[src/tlbpt_pkg.sv]
// Shared widths, constants and a helper function of the TLB page-table translator.
`timescale 1ns / 1ps
package tlbpt_pkg;

	// Fixed widths of the request and response fields.
	localparam int ADDR_W  = 16;
	localparam int COUNT_W = 32;

	localparam logic [COUNT_W-1:0] COUNT_MAX = {COUNT_W{1'b1}};

	// Saturating increment of an event counter.
	function automatic logic [COUNT_W-1:0] sat_inc(input logic [COUNT_W-1:0] v);
		return (v == COUNT_MAX) ? v : v + 1'b1;
	endfunction

endpackage

[src/tlbpt_req_if.sv]
// Request channel: one logical address per request.
`timescale 1ns / 1ps
interface tlbpt_req_if;
	logic                            valid;
	logic                            ready;
	logic [tlbpt_pkg::ADDR_W-1:0]    logical_address;

	modport source (output valid, output logical_address, input ready);
	modport sink   (input valid, input logical_address, output ready);
endinterface

[src/tlbpt_rsp_if.sv]
// Response channel: translated address, lookup flags and running counts.
`timescale 1ns / 1ps
interface tlbpt_rsp_if;
	logic                            valid;
	logic                            ready;
	logic [tlbpt_pkg::ADDR_W-1:0]    physical_address;
	logic                            tlb_hit;
	logic                            page_fault;
	logic [tlbpt_pkg::COUNT_W-1:0]   hits_so_far;
	logic [tlbpt_pkg::COUNT_W-1:0]   misses_so_far;
	logic [tlbpt_pkg::COUNT_W-1:0]   faults_so_far;

	modport source (output valid, output physical_address, output tlb_hit, output page_fault,
		output hits_so_far, output misses_so_far, output faults_so_far, input ready);
	modport sink   (input valid, input physical_address, input tlb_hit, input page_fault,
		input hits_so_far, input misses_so_far, input faults_so_far, output ready);
endinterface

[src/tlb_page_table_translator.sv]
// Top level: address translator with a FIFO-replaced TLB and a demand-paged page table.
`timescale 1ns / 1ps
// Usage
// The block takes one logical address per request on the req channel and returns one
// response per request on the rsp channel, in order. Both channels use a valid/ready
// handshake; a request moves at a rising edge where valid and ready are both high.
// The address is split into a page number (upper bits, taken modulo PAGE_COUNT) and an
// offset (low OFFSET_BITS bits). The page is compared against all TLB entries at once;
// on a miss the page-table entry read from the page-table memory supplies the frame, or
// a new frame is assigned in ascending order when the entry is empty (a page fault).
// Every miss writes the translation into the TLB slot named by a FIFO victim pointer.
// Flow: a request accepted in the idle state moves the block to the lookup state, where
// the page-table entry read at acceptance is registered; the response is registered in
// the output register when the lookup finishes and is offered from then on. The block
// takes no new request until the lookup of the last one has finished.
// Reset: arst_n clears the TLB valid bits, the victim pointer, the free-frame pointer and
// all counters, then the block sweeps the page-table memory to invalid, one entry per
// cycle, until every entry is cleared. req.ready stays low during the sweep.
// Stalls: the response sits in an output register. If it has not been taken when the
// next request finishes its lookup, that request waits in the lookup stage, with no
// state committed, until the output register frees up.
module tlb_page_table_translator #(
	parameter int TLB_ENTRIES = 16,
	parameter int PAGE_COUNT  = 256,
	parameter int OFFSET_BITS = 8
) (
	input  logic        clk,
	input  logic        arst_n,
	tlbpt_req_if.sink   req,
	tlbpt_rsp_if.source rsp
);

	localparam int ADDR_W    = tlbpt_pkg::ADDR_W;
	localparam int COUNT_W   = tlbpt_pkg::COUNT_W;
	localparam int TLB_IDX_W = (TLB_ENTRIES > 1) ? $clog2(TLB_ENTRIES) : 1;
	localparam int PAGE_W    = $clog2(PAGE_COUNT);
	// Frame numbers run 0..PAGE_COUNT-1; the free pointer also needs to hold PAGE_COUNT.
	localparam int FRAME_W   = $clog2(PAGE_COUNT + 1);
	localparam int RAW_W     = (ADDR_W > OFFSET_BITS) ? (ADDR_W - OFFSET_BITS) : 1;
	localparam int WIDE_W    = ADDR_W + FRAME_W;

	typedef enum logic [2:0] {
		ST_CLEAR  = 3'b001,
		ST_IDLE   = 3'b010,
		ST_LOOKUP = 3'b100
	} state_t;

	// Reduce the raw page number modulo PAGE_COUNT by restoring subtraction of
	// shifted copies of the constant.
	function automatic logic [PAGE_W-1:0] page_mod(input logic [RAW_W-1:0] raw);
		logic [31:0] v;
		v = 32'(raw);
		for (int k = RAW_W - 1; k >= 0; k--) begin
			if (v >= (32'(PAGE_COUNT) << k)) begin
				v = v - (32'(PAGE_COUNT) << k);
			end
		end
		return v[PAGE_W-1:0];
	endfunction

	state_t state_q;

	// Page-table memory: valid bit on top of the frame number.
	logic [FRAME_W:0]   pt_mem [PAGE_COUNT];
	logic [FRAME_W:0]   pt_rdata_q;
	logic               pt_we;
	logic [PAGE_W-1:0]  pt_waddr;
	logic [FRAME_W:0]   pt_wdata;
	logic [PAGE_W-1:0]  clr_idx_q;

	// TLB: tags and frames are payload; the valid bits are cleared at reset.
	logic [PAGE_W-1:0]  tlb_tag_q   [TLB_ENTRIES];
	logic [FRAME_W-1:0] tlb_frame_q [TLB_ENTRIES];
	logic [TLB_ENTRIES-1:0] tlb_valid_q;
	logic [TLB_IDX_W-1:0]   victim_q;

	logic [FRAME_W-1:0] next_free_q;
	logic [COUNT_W-1:0] hit_cnt_q;
	logic [COUNT_W-1:0] miss_cnt_q;
	logic [COUNT_W-1:0] fault_cnt_q;

	// Request held in the lookup stage.
	logic [PAGE_W-1:0]      page_s1;
	logic [OFFSET_BITS-1:0] offset_s1;

	// Output register.
	logic                   out_valid_q;
	logic [ADDR_W-1:0]      phys_q;
	logic                   hit_q;
	logic                   fault_q;
	logic [COUNT_W-1:0]     hits_out_q;
	logic [COUNT_W-1:0]     misses_out_q;
	logic [COUNT_W-1:0]     faults_out_q;

	logic                   req_fire;
	logic [RAW_W-1:0]       raw_page;
	logic [PAGE_W-1:0]      req_page;
	logic                   lk_hit;
	logic [FRAME_W-1:0]     lk_hit_frame;
	logic                   lk_fault;
	logic [FRAME_W-1:0]     lk_frame;
	logic [WIDE_W-1:0]      lk_wide;
	logic                   finish;
	logic [COUNT_W-1:0]     hit_cnt_nxt;
	logic [COUNT_W-1:0]     miss_cnt_nxt;
	logic [COUNT_W-1:0]     fault_cnt_nxt;

	assign req.ready = (state_q == ST_IDLE);
	assign req_fire  = req.valid && req.ready;

	assign raw_page  = RAW_W'({1'b0, req.logical_address} >> OFFSET_BITS);
	assign req_page  = page_mod(raw_page);

	// Fully associative compare; the first matching valid slot wins.
	always_comb begin
		lk_hit       = 1'b0;
		lk_hit_frame = '0;
		for (int i = 0; i < TLB_ENTRIES; i++) begin
			if (!lk_hit && tlb_valid_q[i] && (tlb_tag_q[i] == page_s1)) begin
				lk_hit       = 1'b1;
				lk_hit_frame = tlb_frame_q[i];
			end
		end
	end

	// An empty page-table entry on a TLB miss takes the next free frame.
	assign lk_fault = !lk_hit && !pt_rdata_q[FRAME_W];
	assign lk_frame = lk_hit ? lk_hit_frame :
		(lk_fault ? next_free_q : pt_rdata_q[FRAME_W-1:0]);
	assign lk_wide  = (WIDE_W'(lk_frame) << OFFSET_BITS) | WIDE_W'(offset_s1);

	// The lookup commits only when the output register can take its response.
	assign finish = (state_q == ST_LOOKUP) && (!out_valid_q || rsp.ready);

	assign hit_cnt_nxt   = lk_hit   ? tlbpt_pkg::sat_inc(hit_cnt_q)   : hit_cnt_q;
	assign miss_cnt_nxt  = !lk_hit  ? tlbpt_pkg::sat_inc(miss_cnt_q)  : miss_cnt_q;
	assign fault_cnt_nxt = lk_fault ? tlbpt_pkg::sat_inc(fault_cnt_q) : fault_cnt_q;

	// Page-table write port: the reset sweep, or a new mapping on a fault.
	always_comb begin
		pt_we    = 1'b0;
		pt_waddr = page_s1;
		pt_wdata = {1'b1, next_free_q};
		if (state_q == ST_CLEAR) begin
			pt_we    = 1'b1;
			pt_waddr = clr_idx_q;
			pt_wdata = '0;
		end else if (finish && lk_fault) begin
			pt_we = 1'b1;
		end
	end

	always_ff @(posedge clk) begin
		if (pt_we) begin
			pt_mem[pt_waddr] <= pt_wdata;
		end
		if (req_fire) begin
			pt_rdata_q <= pt_mem[req_page];
		end
	end

	// Control state.
	always_ff @(posedge clk or negedge arst_n) begin
		if (!arst_n) begin
			state_q     <= ST_CLEAR;
			clr_idx_q   <= '0;
			tlb_valid_q <= '0;
			victim_q    <= '0;
			next_free_q <= '0;
			hit_cnt_q   <= '0;
			miss_cnt_q  <= '0;
			fault_cnt_q <= '0;
			out_valid_q <= 1'b0;
		end else begin
			unique case (state_q)
				ST_CLEAR: begin
					clr_idx_q <= clr_idx_q + 1'b1;
					if (clr_idx_q == PAGE_W'(PAGE_COUNT - 1)) begin
						state_q <= ST_IDLE;
					end
				end
				ST_IDLE: begin
					if (req_fire) begin
						state_q <= ST_LOOKUP;
					end
				end
				ST_LOOKUP: begin
					if (finish) begin
						state_q <= ST_IDLE;
					end
				end
				default: state_q <= ST_CLEAR;
			endcase

			if (finish) begin
				hit_cnt_q   <= hit_cnt_nxt;
				miss_cnt_q  <= miss_cnt_nxt;
				fault_cnt_q <= fault_cnt_nxt;
				if (lk_fault && (next_free_q != FRAME_W'(PAGE_COUNT))) begin
					next_free_q <= next_free_q + 1'b1;
				end
				if (!lk_hit) begin
					tlb_valid_q[victim_q] <= 1'b1;
					victim_q <= (victim_q == TLB_IDX_W'(TLB_ENTRIES - 1)) ?
						'0 : victim_q + 1'b1;
				end
			end

			if (finish) begin
				out_valid_q <= 1'b1;
			end else if (rsp.ready) begin
				out_valid_q <= 1'b0;
			end
		end
	end

	// Payload registers.
	always_ff @(posedge clk) begin
		if (req_fire) begin
			page_s1   <= req_page;
			offset_s1 <= req.logical_address[OFFSET_BITS-1:0];
		end
		if (finish) begin
			if (!lk_hit) begin
				tlb_tag_q[victim_q]   <= page_s1;
				tlb_frame_q[victim_q] <= lk_frame;
			end
			phys_q       <= lk_wide[ADDR_W-1:0];
			hit_q        <= lk_hit;
			fault_q      <= lk_fault;
			hits_out_q   <= hit_cnt_nxt;
			misses_out_q <= miss_cnt_nxt;
			faults_out_q <= fault_cnt_nxt;
		end
	end

	assign rsp.valid            = out_valid_q;
	assign rsp.physical_address = phys_q;
	assign rsp.tlb_hit          = hit_q;
	assign rsp.page_fault       = fault_q;
	assign rsp.hits_so_far      = hits_out_q;
	assign rsp.misses_so_far    = misses_out_q;
	assign rsp.faults_so_far    = faults_out_q;

endmodule

[src/flat_wrapper.sv]
// flat-port wrapper written by rule: the top's interface ports become plain ports
module tlb_page_table_translator_flat 
#(
	parameter int TLB_ENTRIES = 16,
	parameter int PAGE_COUNT  = 256,
	parameter int OFFSET_BITS = 8
)
  (clk, arst_n, req_valid, req_logical_address, req_ready, rsp_valid, rsp_physical_address, rsp_tlb_hit, rsp_page_fault, rsp_hits_so_far, rsp_misses_so_far, rsp_faults_so_far, rsp_ready);
  tlbpt_req_if req_i ();
  tlbpt_rsp_if rsp_i ();
  input  logic clk;
  input  logic arst_n;
  input wire logic [$bits(req_i.valid)-1:0] req_valid;
  input wire logic [$bits(req_i.logical_address)-1:0] req_logical_address;
  output wire logic [$bits(req_i.ready)-1:0] req_ready;
  output wire logic [$bits(rsp_i.valid)-1:0] rsp_valid;
  output wire logic [$bits(rsp_i.physical_address)-1:0] rsp_physical_address;
  output wire logic [$bits(rsp_i.tlb_hit)-1:0] rsp_tlb_hit;
  output wire logic [$bits(rsp_i.page_fault)-1:0] rsp_page_fault;
  output wire logic [$bits(rsp_i.hits_so_far)-1:0] rsp_hits_so_far;
  output wire logic [$bits(rsp_i.misses_so_far)-1:0] rsp_misses_so_far;
  output wire logic [$bits(rsp_i.faults_so_far)-1:0] rsp_faults_so_far;
  input wire logic [$bits(rsp_i.ready)-1:0] rsp_ready;
  assign req_i.valid = req_valid;
  assign req_i.logical_address = req_logical_address;
  assign req_ready = req_i.ready;
  assign rsp_valid = rsp_i.valid;
  assign rsp_physical_address = rsp_i.physical_address;
  assign rsp_tlb_hit = rsp_i.tlb_hit;
  assign rsp_page_fault = rsp_i.page_fault;
  assign rsp_hits_so_far = rsp_i.hits_so_far;
  assign rsp_misses_so_far = rsp_i.misses_so_far;
  assign rsp_faults_so_far = rsp_i.faults_so_far;
  assign rsp_i.ready = rsp_ready;
  tlb_page_table_translator #(.TLB_ENTRIES(TLB_ENTRIES), .PAGE_COUNT(PAGE_COUNT), .OFFSET_BITS(OFFSET_BITS)) u_core (.clk(clk), .arst_n(arst_n), .req(req_i), .rsp(rsp_i));
endmodule
[config.mk]
export PLATFORM = sky130hd
export DESIGN_NAME = tlb_page_table_translator_flat
export DESIGN_NICKNAME = d
export VERILOG_FILES = /design/src/tlbpt_pkg.sv /design/src/tlbpt_req_if.sv /design/src/tlbpt_rsp_if.sv /design/src/tlb_page_table_translator.sv /design/src/flat_wrapper.sv
export SDC_FILE = /design/constraint.sdc
export NUM_CORES = 2
export LEC_CHECK = 0
export ABC_CLOCK_PERIOD_IN_PS = 11000
export BUFFER_PORTS_ARGS = -buffer_cell sky130_fd_sc_hd__buf_4
export CAP_MARGIN = 10
export CORE_MARGIN = 2
export CORE_UTILIZATION = 60
export CTS_CLUSTER_DIAMETER = 100
export DETAILED_ROUTE_END_ITERATION = 8
export GPL_TIMING_DRIVEN = 0
export HOLD_SLACK_MARGIN = 0.02
export MAX_ROUTING_LAYER = met4
export PLACE_DENSITY = 0.74
export SLEW_MARGIN = 10
export SYNTH_ARGS = -nofsm -noshare
export SYNTH_HDL_FRONTEND = slang
export SYNTH_SLANG_ARGS = --single-unit
[constraint.sdc]
create_clock -name clk -period 11 [get_ports clk]
set_input_delay 1.1 -clock clk [delete_from_list [all_inputs] [get_ports clk]]
set_output_delay 1.1 -clock clk [all_outputs]
set_load 0.02 [all_outputs]
======== After elaboration in Yosys (flattened, before gate mapping) ========
Memory sizes are Yosys's and may differ from the RTL's. A register that Yosys moved wholly into a read port is not among the register bits.
Index checks and enable logic that the tools add are counted.
storage, ports and cells
  bits in registers ....................... 267
  memory bits (writable) .................. 2,832
  word-level logic and storage cells ...... 177
  memories kept ........................... 3
cells by class
  $add $sub $neg .......................... 6
  order comparisons ....................... 2
  equal/unequal tests ..................... 28
  muxes and demuxes ....................... 58
  bitwise operators ....................... 3
  reduce and logical (&&, ||, !) cells .... 60
memory list
  memory              depth  bits a word  rd ports  clocked after Yosys merged registers in  write ports  RTL line                         source
  u_core.pt_mem       256    10           1         1                                        1            tlb_page_table_translator.sv:64  logic [FRAME_W:0] pt_mem [PAGE_COUNT];
  u_core.tlb_frame_q  16     9            16        0                                        1            tlb_page_table_translator.sv:73  logic [FRAME_W-1:0] tlb_frame_q [TLB_ENTRIES];
  u_core.tlb_tag_q    16     8            16        0                                        1            tlb_page_table_translator.sv:72  logic [PAGE_W-1:0] tlb_tag_q [TLB_ENTRIES];
operator list
  cell                                                                           number
  32-bit 2-to-1 mux                                                              6
  9-bit 2-to-1 mux                                                               18
  8-bit equality test                                                            16
  32-bit by 1-bit adder with 32-bit output (second input constant)               3
  32-bit equality test (second input constant)                                   3
  1-bit logical AND                                                              37
  1-bit 2-to-1 mux                                                               26
  1-bit logical NOT                                                              18
  16-bit bitwise OR                                                              1
  16-bit by 8-bit bitwise OR with 16-bit output                                  1
  10-bit 2-to-1 mux                                                              1
  9-bit by 1-bit adder with 9-bit output (second input constant)                 1
  3-bit 2-to-1 mux                                                               3
  9-bit inequality test (second input constant)                                  1
  3-bit one-hot mux with 3 select lines                                          1
  8-bit by 1-bit adder with 8-bit output (second input constant)                 1
  8-bit equality test (second input constant)                                    1
  8-bit 2-to-1 mux                                                               1
  4-bit by 5-bit less-than comparator with 1-bit output (second input constant)  1
  4-bit by 1-bit adder with 4-bit output (second input constant)                 1
  1-bit demux with 4-bit select                                                  1
  4-bit equality test (second input constant)                                    1
  4-bit by 1-bit >= comparator with 1-bit output (second input constant)         1
  4-bit 2-to-1 mux                                                               1
  10 further kinds                                                               12

======== Logic depth before layout (Yosys ltp) ========
  word-level depth ........................ 70
  gate-level depth with buffers ........... 14

======== Least setup slack after synthesis ========
No wires, ideal clock.
  path type ............................... reg2reg
  from .................................... register u_core.state_q[2]
  to ...................................... memory u_core.pt_mem[0][2] in the netlist's numbering (data pin)
  library setup time ...................... 865 ps
  arrival ................................. 8,404 ps
  data required time ...................... 10,135 ps
  slack ................................... 1,731 ps
  stages on the path, launching flop included .. 6
  path buffers ............................ 2
  clock period less this slack ............ 9,269 ps
  cells stage by stage .................... dfrtp_1 clkbuf_1 nor2b_1 inv_1 clkbuf_1 and2_1
between the ends
  longest elaborated chain between the ends .. 2
RTL lines
  item                                            RTL line                          source
  start: declaration                              tlb_page_table_translator.sv:61   state_t state_q;
  start signal: assignment                        tlb_page_table_translator.sv:165  state_q <= ST_CLEAR;
  start signal: assignment                        tlb_page_table_translator.sv:179  state_q <= ST_IDLE;
  start signal: assignment                        tlb_page_table_translator.sv:184  state_q <= ST_LOOKUP;
  3-bit by 1-bit equality test with 1-bit output  tlb_page_table_translator.sv:144  if (state_q == ST_CLEAR) begin
  10-bit 2-to-1 mux                               tlb_page_table_translator.sv:144
  named net u_core.pt_wdata[2]                    tlb_page_table_translator.sv:68   logic [FRAME_W:0] pt_wdata;
  end: declaration                                tlb_page_table_translator.sv:64
The timed path passes the listed nets, and every way through them passes these cells.

======== Worst setup path in the final report ========
  from .................................... register u_core.page_s1[3]
  to ...................................... memory u_core.pt_mem[189][9] in the netlist's numbering, enable pin
between the ends
  longest elaborated chain between the ends .. 70
  elaborated cells on any way between the ends .. 86
RTL lines
  item                                        RTL line                          source
  start: declaration                          tlb_page_table_translator.sv:83   logic [PAGE_W-1:0] page_s1;
  start signal: assignment                    tlb_page_table_translator.sv:220  page_s1 <= req_page;
  8-bit equality test                         tlb_page_table_translator.sv:119  if (!lk_hit && tlb_valid_q[i] && (tlb_tag_q[i] == page_s1)) begin
  1-bit logical AND                           tlb_page_table_translator.sv:119
  1-bit 2-to-1 mux                            tlb_page_table_translator.sv:119
  1-bit logical NOT                           tlb_page_table_translator.sv:119
  1-bit logical AND (2 in series)             tlb_page_table_translator.sv:119
  1-bit 2-to-1 mux                            tlb_page_table_translator.sv:119
  1-bit logical NOT                           tlb_page_table_translator.sv:119
  1-bit logical AND (2 in series)             tlb_page_table_translator.sv:119
  (+53 left out)                              --
  1-bit logical NOT (*)                       tlb_page_table_translator.sv:127  assign lk_fault = !lk_hit && !pt_rdata_q[FRAME_W];
  1-bit logical AND (*)                       tlb_page_table_translator.sv:127
  named net u_core.lk_fault                   tlb_page_table_translator.sv:100  logic lk_fault;
  1-bit logical AND (*)                       tlb_page_table_translator.sv:148  end else if (finish && lk_fault) begin
  1-bit 2-to-1 mux (*)                        tlb_page_table_translator.sv:148
  1-bit 2-to-1 mux (*)                        tlb_page_table_translator.sv:144
  1-bit 2-to-1 mux (*)                        tlb_page_table_translator.sv:154  if (pt_we) begin
  1-bit 2-to-1 mux (not written as such) (*)  tlb_page_table_translator.sv:155  pt_mem[pt_waddr] <= pt_wdata;
Mark *: on every way through the listed nets, which the timed path passes. The rest lies on a longest branch.

==> impl_metrics.sql <==
INSERT INTO impl_metrics (metric_group, metric, value, unit) VALUES
('run_status', 'run_status', 'finished, final reports clean', ''),
('placed_design', 'dp_hpwl', '188', 'mm'),
('power', 'power_per_cell_area', '183', 'nW/um2'),
('synthesis', 'synth-async-reset-ratio', '4.83', '%'),
('sta', 'setup_total_negative_slack', '0', 'ns'),
('sta', 'final-hold-violation-count', '0', ''),
('cells_and_area', 'final_area', '128000', 'um2'),
('drt', 'total_routed_length', '285', 'mm'),
('grt', 'grt_overflow', '0', ''),
('clock_network', 'cts-root-to-sink-buffers', '4', ''),
('clock_network', 'clk_root_buffer_cell', 'clkbuf_16', ''),
('synthesis', 'synth_nets', '5373', ''),
('synthesis', 'synthXorXnorAreaFrac', '2.58', '%'),
('worst_hold_path', 'min_path_type', 'in2async', ''),
('clock_network', 'cts.htree.levels', '5', ''),
('synthesis', 'synth-seq-area-share', '75.6', '%'),
('clock_network', 'cts-buffers-inserted', '294', ''),
('grt', 'vias_in_the_first_global_route', '57300', ''),
('synthesis', 'netlist_top_cells_area', 'edfxtp_1 (73%), mux4_2 (15%), dfrtp_1 (3.0%), xnor2_1 (1.7%), nor3_1 (1.4%)', ''),
('sta', 'worst_clock_skew', '0.0557', 'ns'),
('clock_network', 'tritoncts', 'done', ''),
('synthesis', 'post_synth_fa_ha_maj_area_fraction', '0.112', '%'),
('placed_design', 'placement.io_buffers', '135', ''),
('floorplan', 'chipHeight', '436', 'um'),
('clock_network', 'worst_skew_pair.late_latency', '0.93', 'ns'),
('synthesis', 'synth-edff-count', '2699', ''),
('setup_path', 'crit_type', 'reg2reg', ''),
('sta', 'rsz0062_at_grt', 'false', ''),
('clock_network', 'cts.repair.resized', '0', ''),
('setup_path', 'timing.rr.end', 'u_core.pt_mem[189][9]', ''),
('setup_path', 'cp-end-kind', 'flip-flop', ''),
('synthesis', 'yosysWarnings', '0', ''),
('sta', 'timing_worst_slew_pin_value', '1.41', 'ns'),
('sta', 'rel_slew_slack', '5.94', '%'),
('cells_and_area', 'finalNonFillerCells', '8598', ''),
('synthesis', 'synthDominantCellAreaShare', '72.5', '%'),
('grt', 'grt_antenna_before_repair', '11', ''),
('synthesis', 'largest_family_of_logic_cells_by_synthesized_area', 'multiplexers', ''),
('setup_path', 'timing.critical_path.required', '11.50', 'ns'),
('drt', 'drtAntennaViolNets', '0', ''),
('drt', 'dr.pass1.iters', '7', ''),
('power', 'vdd_ir_drop_max', '147', 'uV'),
('synthesis', 'yosys.cell_types.count', '67', ''),
('floorplan', 'boundaryPins', '136', ''),
('drt', 'avgRoutedWirePerCell', '33.2', 'um'),
('floorplan', 'horiz_die_dim', '436', 'um'),
('setup_path', 'rrSetupSlack', '5.03', 'ns'),
('cells_and_area', 'final_layout_size_suffix_gt1_share', '29.8', '%'),
('setup_path', 'timing.reg2reg.worst_path_depth', '13', ''),
('sta', 'timing.final.crit_share', '54.2', '%'),
('power', 'power.leakage', '40.8', 'nW'),
('drt', 'drc', '0', ''),
('sta', 'maxClockFrequency', '168', 'MHz'),
('synthesis', 'ys_dominant_reg_cell', 'edfxtp_1', ''),
('synthesis', 'postSynthCellCount', '5343', ''),
('synthesis', 'synthesis.area_per_instance', '20.9', 'um2'),
('grt', 'grt_max_degree', '88', ''),
('synthesis', 'synth_compound_area_share', '0.707', '%'),
('cells_and_area', 'fin_nets', '5930', ''),
('floorplan', 'floorplan_row_count', '158', ''),
('drt', 'via_count', '57700', ''),
('grt', 'grt_first_pass_wirelength', '409', 'mm'),
('sta', 'setup_slack', '5.03', 'ns'),
('synthesis', 'yosysTopAreaCell', 'edfxtp_1', ''),
('synthesis', 'ys_ff_latch', '2836', ''),
('setup_path', 'crit_path_start_kind', 'flip-flop', ''),
('sta', 'min_period', '5.97', 'ns'),
('placed_design', 'place.detailed.instances', '8082', ''),
('placed_design', 'detailed_place.area', '119000', 'um2'),
('flow_run', 'maxCapViolations', '0', ''),
('placed_design', 'place_congestion', '0.906', '');
==> kinds of logic (layout without fill, tap and decap cells) <==
| group | after synthesis | in the layout |
|---|---|---|
| compound gates | 121 | 121 |
| xor+xnor | 329 | 329 |
| fa+ha+maj | 10 | 10 |
| buf+inv | 325 | 1089 |
| flops | 2836 | 2836 |
| mux | 783 | 783 |
| other cells | 0 | 11 |
| simple gates | 939 | 939 |
==> per-stage QoR <==
step                hold WS, ns  total power, mW
floorplan                 0.400             13.0
global placement          0.412             13.8
detailed placement        0.405             14.0
CTS                       0.176             23.5
global route              0.213             23.9
finish                    0.185             23.5
==> synthesized netlist by cell type, drive strengths merged (6+ instances only) <==
master and n:
nand3b 11, xnor2 219, nand2b 17, inv 17, nor4 19, nand2 183, or3 17, a211oi 7
buf 126, and2 14, a22o 8, dfrtp 136, mux2i 12, xor2 110, a21oi 30, and3 29
a22oi 8, nand3 99, and4 10, ha 10, edfxtp 2699, mux4 765, o21ai 28, nor3 323
clkbuf 182, or2 19, mux2 6, nand4 59, nor2 126
==> routing by layer <==
| layer | share of wire, % | wire length, um | GRT usage (%) |
|---|---|---|---|
| met5 | 0 | 0 | - |
| met4 | 4.7 | 13300 | 12.1 |
| met3 | 11 | 30700 | 7.65 |
| met2 | 48 | 138000 | 48.1 |
| met1 | 36 | 103000 | 40.7 |
==> state kept, by name (all words and copies together) (netlist names), 8 cells and up <==
signal / cells
u_core.pt_mem: 2304
u_core.tlb_frame_q: 128
u_core.tlb_tag_q: 128
u_core.fault_cnt_q: 32
u_core.hit_cnt_q: 32
u_core.miss_cnt_q: 32
u_core.rsp.faults_so_far: 32
u_core.rsp.hits_so_far: 32
u_core.rsp.misses_so_far: 32
u_core.rsp.physical_address: 16
u_core.tlb_valid_q: 16
u_core.next_free_q: 9
u_core.pt_rdata_q: 9
u_core.clr_idx_q: 8
u_core.offset_s1: 8
u_core.page_s1: 8
==> critical path, stage by stage, from the launching register on <==
cell      delay [ns]
edfxtp_1        0.87
buf_4           0.35
buf_4           0.29
xnor2_1         0.11
nand4_1         0.12
or3_1           0.11
buf_1           0.37
nand2_1         0.25
or4_4           0.63
nor3_4          0.43
a32oi_1         0.29
clkbuf_1        0.40
buf_2           0.47
nor3_2          0.80
==> cells in the final DEF (no fill, tap or decap), types with 19 or more instances in the layout <==
| cell | netlist | routed |
|---|---|---|
| buf_1 | 74 | 66 |
| nor3_2 | 5 | 263 |
| buf_2 | 40 | 47 |
| and3_1 | 29 | 29 |
| mux4_2 | 765 | 765 |
| nor3_1 | 314 | 56 |
| clkinv_1 | 0 | 60 |
| dfrtp_1 | 136 | 136 |
| bufinv_16 | 0 | 22 |
| clkbuf_1 | 182 | 220 |
| buf_12 | 0 | 19 |
| clkbuf_16 | 0 | 302 |
| xnor2_1 | 219 | 219 |
| buf_6 | 6 | 21 |
| edfxtp_1 | 2699 | 2699 |
| buf_4 | 6 | 205 |
| clkinv_2 | 0 | 45 |
| a21oi_1 | 30 | 30 |
| o21ai_0 | 27 | 23 |
| buf_16 | 0 | 22 |
| nand2_1 | 182 | 182 |
| xor2_1 | 110 | 110 |
| nand3_1 | 97 | 97 |
| nand4_1 | 59 | 59 |
| nor2_1 | 126 | 112 |
==> worst max-delay path by stage <==
| stage | startpoint | end | slack [ns] | cells after the start |
|---|---|---|---|---|
| 2_1_floorplan | u_core.state_q[2] | u_core.pt_mem[0][2] | 1.73 | 5 |
| 3_3_place_gp | u_core.state_q[0] | u_core.pt_mem[196][3] | -6.81 | 5 |
| 3_5_place_dp | req_logical_address[8] | u_core.pt_rdata_q[2] | 4.68 | 8 |
| 4_1_cts | u_core.page_s1[2] | u_core.pt_mem[92][6] | 4.81 | 13 |
| 5_1_grt | u_core.page_s1[2] | u_core.pt_mem[182][0] | 4.86 | 13 |
| 6_report | u_core.page_s1[3] | u_core.pt_mem[189][9] | 5.03 | 13 |
==> power by group <==
group          internal (mW)  switching (mW)  leakage [nW]
Sequential              11.9          0.0760          26.5
Combinational          0.473            1.50          9.81
Clock                   5.56            4.00          4.44
Total                   17.9            5.58          40.8
==> final cells by class <==
type	instances	area (um2)
Sequential cell	2836	84500
Timing Repair Buffer	261	2710
Multi-Input combinational cell	2182	27300
Tap cell	2480	3100
Inverter	17	63.8
Antenna cell	11	27.5
Clock inverter	144	1250
Fill cell	11100	57100
Clock buffer	359	7830
Buffer	308	1300
Power figures use the tool's default switching activity.
